===== config.mk =====
export PLATFORM = sky130hd
export DESIGN_NAME = ir_frame_transmitter_unit
export DESIGN_NICKNAME = d
export VERILOG_FILES = /design/src/hw/rtl/ift_pkg.sv /design/src/hw/rtl/ir_frame_transmitter_unit.sv
export SDC_FILE = /design/constraint.sdc
export NUM_CORES = 1
export LEC_CHECK = 0
export ABC_AREA = 1
export ABC_CLOCK_PERIOD_IN_PS = 4650
export BUFFER_PORTS_ARGS = -buffer_cell sky130_fd_sc_hd__buf_2
export CAP_MARGIN = 10
export CORE_MARGIN = 2
export CORE_UTILIZATION = 60
export CTS_BUF_LIST = sky130_fd_sc_hd__clkbuf_4
export DETAILED_ROUTE_END_ITERATION = 8
export GPL_ROUTABILITY_DRIVEN = 0
export MAX_ROUTING_LAYER = met4
export PLACE_DENSITY = 0.88
export SETUP_SLACK_MARGIN = 0.2
export SYNTH_ARGS = -nofsm -noshare
export SYNTH_HDL_FRONTEND = slang
export SYNTH_SLANG_ARGS = --single-unit

===== constraint.sdc =====
create_clock -name clk -period 4.65 [get_ports clk]
set_input_delay 0.465 -clock clk [delete_from_list [all_inputs] [get_ports clk]]
set_output_delay 0.465 -clock clk [all_outputs]
set_load 0.005 [all_outputs]

===== src/hw/rtl/ift_pkg.sv =====
// Shared types, register indexes and field layout of the infrared frame transmitter.
package ift_pkg;

  localparam int MAX_BYTES = 16;
  localparam int IDX_W     = $clog2(MAX_BYTES);
  localparam int PTR_W     = $clog2(MAX_BYTES + 1);
  localparam int NUM_REGS  = 8;
  localparam int REG_IDX_W = $clog2(NUM_REGS);

  // Stream payload widths and positions.
  localparam int IN_TDATA_W  = 24;
  localparam int IN_TUSER_W  = 2;
  localparam int OUT_TDATA_W = 16;
  localparam int OUT_BUSY_BIT = 8;

  typedef enum logic [1:0] {
    OP_TICK  = 2'd0,
    OP_LOAD  = 2'd1,
    OP_START = 2'd2,
    OP_NONE  = 2'd3
  } op_t;

  typedef enum logic [REG_IDX_W-1:0] {
    REG_PRESCALE     = 3'd0,
    REG_LEAD_MARK    = 3'd1,
    REG_LEAD_SPACE   = 3'd2,
    REG_ZERO_MARK    = 3'd3,
    REG_ZERO_SPACE   = 3'd4,
    REG_ONE_MARK     = 3'd5,
    REG_ONE_SPACE    = 3'd6,
    REG_CARRIER_DUTY = 3'd7
  } reg_idx_t;

  typedef enum logic [2:0] {
    PH_IDLE       = 3'd0,
    PH_LEAD_MARK  = 3'd1,
    PH_LEAD_SPACE = 3'd2,
    PH_BIT_MARK   = 3'd3,
    PH_BIT_SPACE  = 3'd4,
    PH_STOP_MARK  = 3'd5
  } phase_t;

  localparam logic [7:0] PRESCALE_RST     = 8'h07;
  localparam logic [7:0] LEAD_MARK_RST    = 8'h29;
  localparam logic [7:0] LEAD_SPACE_RST   = 8'h14;
  localparam logic [7:0] ZERO_MARK_RST    = 8'h01;
  localparam logic [7:0] ZERO_SPACE_RST   = 8'h01;
  localparam logic [7:0] ONE_MARK_RST     = 8'h01;
  localparam logic [7:0] ONE_SPACE_RST    = 8'h07;
  localparam logic [7:0] CARRIER_DUTY_RST = 8'h46;

endpackage


===== src/hw/rtl/ir_frame_transmitter_unit.sv =====
// Top level of the infrared frame transmitter: frame store, phase sequencer and result register.
//
//  Channel   Direction  Transfer when                  Contents
//  s_axis    in         s_axis_tvalid & s_axis_tready  op, store position, byte, frame length
//  m_axis    out        m_axis_tvalid & m_axis_tready  compare value, busy, end of frame
//  cfg       in         cfg_we                         register index and 8-bit value
//
// Each item updates the sequencer state at the transfer edge and its result appears in the
// output register on the next cycle, so one item per cycle is sustained unless the output stalls.
// The input is ready whenever the output register is empty or being drained in the same cycle.
// A stalled output holds its result and blocks further input until taken.
// Reset (synchronous) returns the sequencer to idle and the registers to their defaults.
module ir_frame_transmitter_unit (
  input  logic                              clk,
  input  logic                              rst,
  input  logic                              cfg_we,
  input  logic [ift_pkg::REG_IDX_W-1:0]     cfg_index,
  input  logic [7:0]                        cfg_data,
  input  logic                              s_axis_tvalid,
  output logic                              s_axis_tready,
  // from bit 0: byte_index[3:0], byte_value[11:4], frame_len[16:12], zero fill
  input  logic [ift_pkg::IN_TDATA_W-1:0]    s_axis_tdata,
  // from bit 0: op[1:0]
  input  logic [ift_pkg::IN_TUSER_W-1:0]    s_axis_tuser,
  output logic                              m_axis_tvalid,
  input  logic                              m_axis_tready,
  // from bit 0: pwm_compare[7:0], busy_res[8], zero fill
  output logic [ift_pkg::OUT_TDATA_W-1:0]   m_axis_tdata,
  // frame_done
  output logic                              m_axis_tlast
);
  import ift_pkg::*;

  // Configuration registers.
  logic [7:0] prescale_limit;
  logic [7:0] leader_mark_limit;
  logic [7:0] leader_space_limit;
  logic [7:0] zero_mark_limit;
  logic [7:0] zero_space_limit;
  logic [7:0] one_mark_limit;
  logic [7:0] one_space_limit;
  logic [7:0] carrier_duty;

  // Sequencer state.
  phase_t           phase, phase_next;
  logic [7:0]       prescale_count, prescale_count_next;
  logic [7:0]       duration_count, duration_count_next;
  logic [PTR_W-1:0] byte_pointer, byte_pointer_next;
  logic [2:0]       bit_pointer, bit_pointer_next;
  logic [7:0]       mark_limit, mark_limit_next;
  logic [7:0]       space_limit, space_limit_next;
  logic [PTR_W-1:0] frame_length, frame_length_next;
  logic [7:0]       frame_store [MAX_BYTES];
  logic [7:0]       store_byte;

  // Result register.
  logic       out_valid;
  logic [7:0] pwm_compare, pwm_compare_next;
  logic       busy_res, busy_res_next;
  logic       frame_done, frame_done_next;

  op_t              op;
  logic [IDX_W-1:0] byte_index;
  logic [7:0]       byte_value;
  logic [4:0]       frame_len;
  logic             accept;
  logic             busy;
  logic [7:0]       phase_limit;
  logic             elapsed;
  logic             cur_bit;

  assign op         = op_t'(s_axis_tuser[1:0]);
  assign byte_index = s_axis_tdata[IDX_W-1:0];
  assign byte_value = s_axis_tdata[11:4];
  assign frame_len  = s_axis_tdata[16:12];

  assign s_axis_tready = !out_valid || m_axis_tready;
  assign accept        = s_axis_tvalid && s_axis_tready;
  assign busy          = (phase != PH_IDLE);

  always_ff @(posedge clk) begin
    if (rst) begin
      prescale_limit     <= PRESCALE_RST;
      leader_mark_limit  <= LEAD_MARK_RST;
      leader_space_limit <= LEAD_SPACE_RST;
      zero_mark_limit    <= ZERO_MARK_RST;
      zero_space_limit   <= ZERO_SPACE_RST;
      one_mark_limit     <= ONE_MARK_RST;
      one_space_limit    <= ONE_SPACE_RST;
      carrier_duty       <= CARRIER_DUTY_RST;
    end else if (cfg_we) begin
      case (reg_idx_t'(cfg_index))
        REG_PRESCALE:     prescale_limit     <= cfg_data;
        REG_LEAD_MARK:    leader_mark_limit  <= cfg_data;
        REG_LEAD_SPACE:   leader_space_limit <= cfg_data;
        REG_ZERO_MARK:    zero_mark_limit    <= cfg_data;
        REG_ZERO_SPACE:   zero_space_limit   <= cfg_data;
        REG_ONE_MARK:     one_mark_limit     <= cfg_data;
        REG_ONE_SPACE:    one_space_limit    <= cfg_data;
        REG_CARRIER_DUTY: carrier_duty       <= cfg_data;
        default: ;
      endcase
    end
  end

  // Limit of the phase in progress; marks after the leader reuse the latched mark length.
  always_comb begin
    case (phase)
      PH_LEAD_MARK:  phase_limit = leader_mark_limit;
      PH_LEAD_SPACE: phase_limit = leader_space_limit;
      PH_BIT_SPACE:  phase_limit = space_limit;
      PH_BIT_MARK,
      PH_STOP_MARK:  phase_limit = mark_limit;
      default:       phase_limit = 8'd0;
    endcase
  end

  assign elapsed = (duration_count >= phase_limit);
  assign cur_bit = (byte_pointer < PTR_W'(MAX_BYTES)) ? store_byte[bit_pointer] : 1'b0;

  // Next state.
  always_comb begin
    phase_next          = phase;
    prescale_count_next = prescale_count;
    duration_count_next = duration_count;
    byte_pointer_next   = byte_pointer;
    bit_pointer_next    = bit_pointer;
    mark_limit_next     = mark_limit;
    space_limit_next    = space_limit;
    frame_length_next   = frame_length;
    frame_done_next     = 1'b0;
    if (accept) begin
      case (op)
        OP_TICK: begin
          if (busy) begin
            if (prescale_count < prescale_limit) begin
              prescale_count_next = prescale_count + 8'd1;
            end else begin
              prescale_count_next = 8'd0;
              duration_count_next = elapsed ? 8'd0 : duration_count + 8'd1;
              if (elapsed) begin
                case (phase)
                  PH_LEAD_MARK: phase_next = PH_LEAD_SPACE;
                  PH_LEAD_SPACE: begin
                    mark_limit_next  = zero_mark_limit;
                    space_limit_next = zero_space_limit;
                    phase_next       = PH_BIT_MARK;
                  end
                  PH_BIT_MARK: begin
                    mark_limit_next  = cur_bit ? one_mark_limit : zero_mark_limit;
                    space_limit_next = cur_bit ? one_space_limit : zero_space_limit;
                    if (bit_pointer != 3'd7) begin
                      bit_pointer_next = bit_pointer + 3'd1;
                    end else begin
                      bit_pointer_next  = 3'd0;
                      byte_pointer_next = byte_pointer + PTR_W'(1);
                    end
                    phase_next = PH_BIT_SPACE;
                  end
                  PH_BIT_SPACE: begin
                    phase_next = (byte_pointer < frame_length) ? PH_BIT_MARK : PH_STOP_MARK;
                  end
                  PH_STOP_MARK: begin
                    phase_next      = PH_IDLE;
                    frame_done_next = 1'b1;
                  end
                  default: phase_next = PH_IDLE;
                endcase
              end
            end
          end
        end
        OP_START: begin
          if (!busy && frame_len != 5'd0) begin
            frame_length_next   = (frame_len > 5'(MAX_BYTES)) ? PTR_W'(MAX_BYTES)
                                                              : PTR_W'(frame_len);
            byte_pointer_next   = '0;
            bit_pointer_next    = 3'd0;
            prescale_count_next = 8'd0;
            duration_count_next = 8'd0;
            phase_next          = PH_LEAD_MARK;
          end
        end
        default: ;
      endcase
    end
  end

  // Result fields follow the phase that this item leaves behind.
  always_comb begin
    case (phase_next)
      PH_LEAD_MARK,
      PH_BIT_MARK,
      PH_STOP_MARK: pwm_compare_next = carrier_duty;
      default:      pwm_compare_next = 8'd0;
    endcase
    busy_res_next = (phase_next != PH_IDLE);
  end

  always_ff @(posedge clk) begin
    if (rst) begin
      phase          <= PH_IDLE;
      prescale_count <= 8'd0;
      duration_count <= 8'd0;
      byte_pointer   <= '0;
      bit_pointer    <= 3'd0;
      mark_limit     <= 8'd0;
      space_limit    <= 8'd0;
      frame_length   <= '0;
    end else begin
      phase          <= phase_next;
      prescale_count <= prescale_count_next;
      duration_count <= duration_count_next;
      byte_pointer   <= byte_pointer_next;
      bit_pointer    <= bit_pointer_next;
      mark_limit     <= mark_limit_next;
      space_limit    <= space_limit_next;
      frame_length   <= frame_length_next;
    end
  end

  // The store only changes while idle, so the byte under the pointer is registered from the next pointer value.
  always_ff @(posedge clk) begin
    if (accept && op == OP_LOAD && !busy) begin
      frame_store[byte_index] <= byte_value;
    end
    store_byte <= frame_store[byte_pointer_next[IDX_W-1:0]];
  end

  always_ff @(posedge clk) begin
    if (rst) begin
      out_valid <= 1'b0;
    end else if (accept) begin
      out_valid <= 1'b1;
    end else if (m_axis_tready) begin
      out_valid <= 1'b0;
    end
  end

  always_ff @(posedge clk) begin
    if (accept) begin
      pwm_compare <= pwm_compare_next;
      busy_res    <= busy_res_next;
      frame_done  <= frame_done_next;
    end
  end

  assign m_axis_tvalid = out_valid;
  assign m_axis_tdata  = {{(OUT_TDATA_W - OUT_BUSY_BIT - 1){1'b0}}, busy_res, pwm_compare};
  assign m_axis_tlast  = frame_done;

endmodule


==> results of run 1 <==
==> worst max-delay path: stages, from the launching register on <==
cell and delay (ns):
dfxtp_1 0.44, clkinvlp_4 0.20, nor3_1 0.26, nor2_1 0.13, inv_1 0.26, a221oi_1 0.15, ha_1 0.32, nand2_1 0.06
nor2_1 0.08, nor2_1 0.04, nand2_1 0.08, nand2_1 0.11, nand2_1 0.17, nand2_1 0.07, nand2_1 0.06, nand2_1 0.04
nand3_1 0.08, nand2_2 0.21, nand2_2 0.17, buf_8 0.31, nand2_1 0.10, nand3_1 0.09, nand3_1 0.11, nand3_1 0.18
nand2_1 0.11
==> final cells by class <==
cell class | count | share of cell area
tap | 265 | 0.0252
timing repair buffer | 60 | 0.0273
antenna | 2 | 0.000380
sequential | 259 | 0.499
multi-input combinational | 810 | 0.317
clock buffer | 86 | 0.0491
inverter | 233 | 0.0667
clock inverter | 27 | 0.0154
==> cells by family (layout without fill, tap and decap cells) <==
logic type               Yosys count  in the layout  synth area share
AO/OA/AOI/OAI                    212            212             0.101
XOR/XNOR                           4              4           0.00294
adder cells (fa/ha/maj)           24             24            0.0252
buffers and inverters            293            406             0.102
flip-flops                       259            259             0.551
multiplexers                       1              1          0.000839
other                              1              9          0.000314
AND/OR/NAND/NOR                  562            562             0.217
==> power breakdown <==
| part | total [mW] | internal [mW] | switching (mW) |
|---|---|---|---|
| registers | 2.47 | 2.45 | 0.0206 |
| logic | 0.364 | 0.105 | 0.258 |
| clock network | 1.96 | 1.04 | 0.921 |
| total | 4.80 | 3.60 | 1.20 |
==> through the flow <==
stage                     total power [mW]  utilization  instance area [um2]
after detailed placement              2.87        0.631                12300
after CTS                             4.80        0.674                13100
after floorplan                       2.77            -                11900
after global routing                  4.98        0.676                13200
final                                 4.80        0.676                13200
after global placement                2.85        0.631                12300
==> cells in the final DEF, fill, tap and decap left out, types with 11 or more instances in the layout <==
cell,instances
a21oi_1,63
buf_2,46
buf_4,11
clkbuf_4,86
clkinv_1,17
dfxtp_1,121
edfxtp_1,138
ha_1,24
inv_1,218
inv_2,11
nand2_1,178
nand3_1,191
nand3b_1,24
nor2_1,127
o21ai_0,101
==> path summary, 6_finish.rpt <==
check	start	endpoint	slack, ns
worst min register to register	one_mark_limit[2]	one_mark_limit[2]	0.45
worst max-delay path	phase[0]	store_byte[5]	0.67
worst min-delay path	s_axis_tdata[13]	frame_length[1]	0.06
worst max register to register	phase[0]	store_byte[5]	0.67
==> repair_timing <==
action                     CTS  global route
hold buffers                 0             0
buffers inserted             0             2
resized for setup            0             5
hold endpoints to repair     0             0
setup endpoints to repair    0             8
==> metal layers <==
layer	wire, um	GRT usage	vias up	part of all wire
met5	0	-	-	0
met3	2670	0.0513	87	0.096
li1	-	-	4666	-
met1	11000	0.339	4533	0.40
met2	13300	0.440	518	0.48
met4	850	0.106	0	0.031
==> metrics.yaml, run 1 <==
status: "completed"
instances_no_fill: 1742
fill_cells: 1426
leakagePower_nw: 5.62
hold-path-cell-count: 3
vias: 9804
die_y_um: 145
synthTopCellsByArea: "edfxtp_1 (35%), dfxtp_1 (20%), nand3_1 (8.0%)"
synth_edf_count: 138
drt_iter0_drc: 1089
grt_max_degree: 52
insertion_delay_ns: 0.69
slew_viol_final: 0
regMostFlops: "frame_store"
cellPowerDensity_nw_per_um2: 365
syn_inst: 1356
tightestPinTransition_ns: 0.897
yosysMostFrequentCell: "inv_1"
reg2reg_depth: 24
yosysSeqAreaShare: 0.551
setup_viol: 0
num_rows: 51
io_buffers: 46
root_buffer: "clkbuf_4"
finalWorstSetupSlack_ns: 0.671
antenna_found_initial: 2
relSlewSlack: 0.400
pre_cts_ws_ns: 0.557
skew_ns: 0.0486
drt-total-wl_mm: 27.8
ys_ff_latch: 259
wl_per_cell_um: 15.9
cp.required_ns: 5.20
hold_slack_ns: 0.0586
dieArea_um2: 21000
fin_crit_ns: 3.98
syn_to_final_growth_pct: 10.4
post-route-period-util: 0.856
synth_flop_cell: "edfxtp_1"
syn_area_per_cell_um2: 8.79
rsz0062_at_grt: "no"
largest_reg_flops: 128
grt_pass1_vias: 9329
hold_violations: 0
htreeDepth: 3
hpwlAfterDp_mm: 17.4
coreArea_um2: 19500
yosysTopAreaCell: "edfxtp_1"
clockBufferDepth: 3
register_area_um2: 6570
grt_pass1_wl_mm: 44.9
yosysWarnings: 0
io_pins: 61
path_clk_slew_ns: 0.07
synth_cell_type_count: 48
cts.sinks: 259
cts_buffers: 66
nNetsFinal: 1496
initial_core_util: 0.613
layout-drive-gt1-share: 0.138
synth_top_area_share: 0.347
die_w_um: 145
cp_max_fo: 51
start_kind: "flip-flop"
vdd_ir_drop_max_uv: 306
cts_tree: "built"
multi_input_area_um2: 4170
async_flop_share: 0
post-place-cells: 1625
maxCapViolations: 0
netlist_area_um2: 11900
critPathCaptureType: "flip-flop"
hold_path_class: "input port to flip-flop"
worstSetupPathType: "flip-flop to flip-flop"
cp_data_arrival_time_ns: 4.52
synth_common_cells: "inv_1 (219), nand3_1 (191), nand2_1 (181), edfxtp_1 (138), nor2_1 (127)"
fin_setup_tns_ns: 0
grt_overflow: 0
viasPerCell: 5.63
dr.pass1.iters: 7
ant_nets: 0
drcViolationCount: 0
grt_util_all_layers: 0.271
max_clock_freq_mhz: 251
(Power assumes the default switching activity.)
==> run 2: changes to the inputs <==
ABC_AREA = unset   (was 1)
PLACE_DENSITY = 0.89   (was 0.88)
==> metrics.yaml, run 2 <==
num_rows: 49  # was 51
fin_setup_tns_ns: 0  # unchanged
slowest_delay_ns: 0.53  # was 0.44 ns
drt-total-wl_mm: 23.7  # was 27.8 mm
power_frac_comb: 0.039  # was 0.076
die_w_um: 140  # was 145 um
cellPowerDensity_nw_per_um2: 355  # was 365 nW/um2
reg2reg_depth: 14  # was 24
p_switching_uw: 996  # was 1.20 mW
grtUsageMet3: 0.0523  # was 0.0513
met2_usage: 0.418  # was 0.440
syn_inst: 985  # was 1,356
cpLargestDelayFamily: "simple AND/OR/NAND/NOR gates"  # unchanged
clockBufferDepth: 3  # unchanged
dieArea_um2: 19700  # was 21,000 um2
die_y_um: 140  # was 145 um
antenna_found_initial: 1  # was 2
crit_path_start: "phase[2]"  # was phase[0]
viasPerCell: 5.86  # was 5.63
insertion_delay_ns: 0.69  # about the same
setup_viol: 0  # unchanged
skew_ns: 0.0537  # was 0.0486 ns
io_pins: 61  # unchanged
grt_util_all_layers: 0.250  # was 0.271
wl_per_cell_um: 17.8  # was 15.9 um
p_seq_frac: 0.561  # was 0.515
hold_path_class: "input port to flip-flop"  # unchanged
path_clk_slew_ns: 0.07  # about the same
largest_reg_flops: 128  # unchanged
grt_max_degree: 54  # was 52
critPathSlowestCell: "dfxtp_1"  # unchanged
netlist_area_um2: 11200  # was 11,900 um2
synth_top_area_share: 0.371  # was 0.347
tightestPinTransition_ns: 1.05  # was 0.897 ns
power_frac_clock: 0.400  # was 0.409
yosysSeqAreaShare: 0.588  # was 0.551
grt_pass1_vias: 7650  # was 9,329
coreArea_um2: 18100  # was 19,500 um2
synthTopCellsByArea: "edfxtp_1 (37%), dfxtp_1 (22%), mux2i_1 (9.4%)"  # was edfxtp_1 (35%), dfxtp_1 (20%), nand3_1 (8.0%)
leakagePower_nw: 4.36  # was 5.62 nW
cp_data_arrival_time_ns: 4.78  # was 4.52 ns
ant_nets: 0  # unchanged
ys_ff_latch: 259  # unchanged
cp_max_fo: 19  # was 51
initial_core_util: 0.617  # was 0.613
async_flop_share: 0  # unchanged
yosysTopAreaCell: "edfxtp_1"  # unchanged
synth_flop_cell: "edfxtp_1"  # unchanged
syn_to_final_growth_pct: 9.84  # was 10.4%
r2r_start: "phase[2]"  # was phase[0]
worst-path-buf-inv: 2  # was 3
root_buffer: "clkbuf_4"  # unchanged
grt_overflow: 0  # unchanged
final_common_cell: "edfxtp_1"  # was inv_1
grt_util_met1: 0.297  # was 0.339
final_cell_mix: "edfxtp_1 (138), nand2_1 (128), dfxtp_1 (121)"  # was inv_1 (218), nand3_1 (191), nand2_1 (178)
relSlewSlack: 0.296  # was 0.400
cts_setup_buffers: 0  # unchanged
io_buffers: 46  # unchanged
synth_cell_type_count: 61  # was 48
max_clock_freq_mhz: 240  # was 251 MHz
syn_area_per_cell_um2: 11.3  # was 8.79 um2
vias: 7788  # was 9,804
grt_pass1_wl_mm: 37.7  # was 44.9 mm
total_power_mw: 4.35  # was 4.80 mW
regMostFlops: "frame_store"  # unchanged
status: "completed"  # unchanged
yosysMostFrequentCell: "edfxtp_1"  # was inv_1
sw_frac_of_total: 0.229  # was 0.250
critPathCaptureType: "flip-flop"  # unchanged
synth_common_cells: "edfxtp_1 (138), nand2_1 (128), dfxtp_1 (121), mux2i_1 (105), nor2_1 (102)"  # was inv_1 (219), nand3_1 (191), nand2_1 (181), edfxtp_1 (138), nor2_1 (127)
start_kind: "flip-flop"  # unchanged
synth_edf_count: 138  # unchanged
hold_violations: 0  # unchanged
crit_chain: "nor3b_1, buf_4, a221oi_1, ha_1, nand2_1, o21ai_0, a41oi_2, nor3b_4, nor3b_1, a21o_4, buf_4, mux2i_1, o22ai_1, nor3_1"  # was clkinvlp_4, nor3_1, nor2_1, inv_1, a221oi_1, ha_1, nand2_1, nor2_1, nor2_1, nand2_1, nand2_1, nand2_1, nand2_1, nand2_1, nand2_1, nand3_1, nand2_2, nand2_2, buf_8, nand2_1, nand3_1, nand3_1, nand3_1, nand2_1
yosysWarnings: 0  # unchanged
cts_tree: "built"  # unchanged
hold-path-cell-count: 3  # unchanged
hp-start: "s_axis_tvalid"  # was s_axis_tdata[13]
post-route-period-util: 0.898  # was 0.856
fill_cells: 1258  # was 1,426
crit_cells: 14  # was 24
dr.pass1.iters: 6  # was 7
vdd_ir_drop_max_uv: 295  # was 306 uV
cts_buffers: 61  # was 66
worstSetupPathType: "flip-flop to flip-flop"  # unchanged
fin_crit_ns: 4.17  # was 3.98 ns
cts.sinks: 259  # unchanged
maxCapViolations: 0  # unchanged
drt_iter0_drc: 766  # was 1,089
grt-busiest-layer: "met2"  # unchanged
hpwlAfterDp_mm: 15.2  # was 17.4 mm
slew_viol_final: 0  # unchanged
cp.required_ns: 5.26  # was 5.20 ns
intPower_mw: 3.36  # was 3.60 mW
drcViolationCount: 0  # unchanged
htreeDepth: 2  # was 3
rsz0062_at_grt: "no"  # unchanged
layout-drive-gt1-share: 0.167  # was 0.138
nNetsFinal: 1124  # was 1,496
[run 2: cell families after synthesis]
group	count (synthesis)	share of synthesized area
xor+xnor	12	0.00941
compound gates	156	0.0939
flops	259	0.588
simple gates	339	0.141
fa+ha+maj	24	0.0269
other cells	1	0.000336
mux	112	0.103
buf+inv	82	0.0371
[run 2: area by class of cell]
cell class	instances	area, um2	area share
diodes	1	2.50	0.000204
clock buffers	89	668	0.0545
clock inverters	15	68.8	0.00561
inverters	20	75.1	0.00612
multi-input cells	651	4230	0.345
flip-flops and latches	259	6570	0.535
well taps	229	287	0.0234
repair buffers	65	370	0.0302
[run 2: path summary, 6_finish.rpt]
path | end | slack [ns]
hold reg to reg | zero_space_limit[1] | 0.45
hold / removal | m_axis_tvalid | 0.04
setup / recovery | store_byte[1] | 0.48
setup reg to reg | store_byte[1] | 0.48
[run 2: routing by layer]
| metal | up-vias | part of all wire | wire length (um) |
|---|---|---|---|
| li1 | 3699 | - | - |
| met1 | 3675 | 0.39 | 9300 |
| met2 | 348 | 0.50 | 11900 |
| met3 | 66 | 0.075 | 1780 |
| met4 | 0 | 0.030 | 712 |
| met5 | - | 0 | 0 |
[run 2: what timing repair did]
item / 4_1_cts / 5_1_grt
endpoints found under the setup margin: 3 / 8
gates cloned: 1 / 0
hold buffers: 0 / 0
pin swaps: 1 / 0
resized for setup: 0 / 2
[run 2: power by group through the flow]
stage	clock network [mW]	logic, mW	registers, mW
after floorplan	0	0.103	2.49
after global placement	0	0.159	2.49
after detailed placement	0	0.166	2.49
after CTS	1.76	0.168	2.44
after global routing	1.88	0.187	2.44
final	1.74	0.170	2.44
[run 2: tightest hold or removal path, delay by kind of cell]
| family | cells | cell delay [ns] |
|---|---|---|
| buffers and inverters | 2 | 0.16 |
| AO/OA/AOI/OAI | 1 | 0.05 |
[run 2: metrics by stage]
| step | hold WS (ns) | std cells | utilization | cell area (um2) | setup slack (ns) |
|---|---|---|---|---|---|
| 2_1_floorplan | 0.432 | 991 | - | 11200 | 0.905 |
| 3_3_place_gp | 0.438 | 1222 | 0.636 | 11500 | 0.309 |
| 3_5_place_dp | 0.446 | 1222 | 0.636 | 11500 | 0.170 |
| 4_1_cts | 0.0122 | 1327 | 0.677 | 12200 | 0.279 |
| 5_1_grt | 0.0430 | 1329 | 0.678 | 12300 | 0.237 |
| 6_report | 0.0411 | 1329 | 0.678 | 12300 | 0.476 |
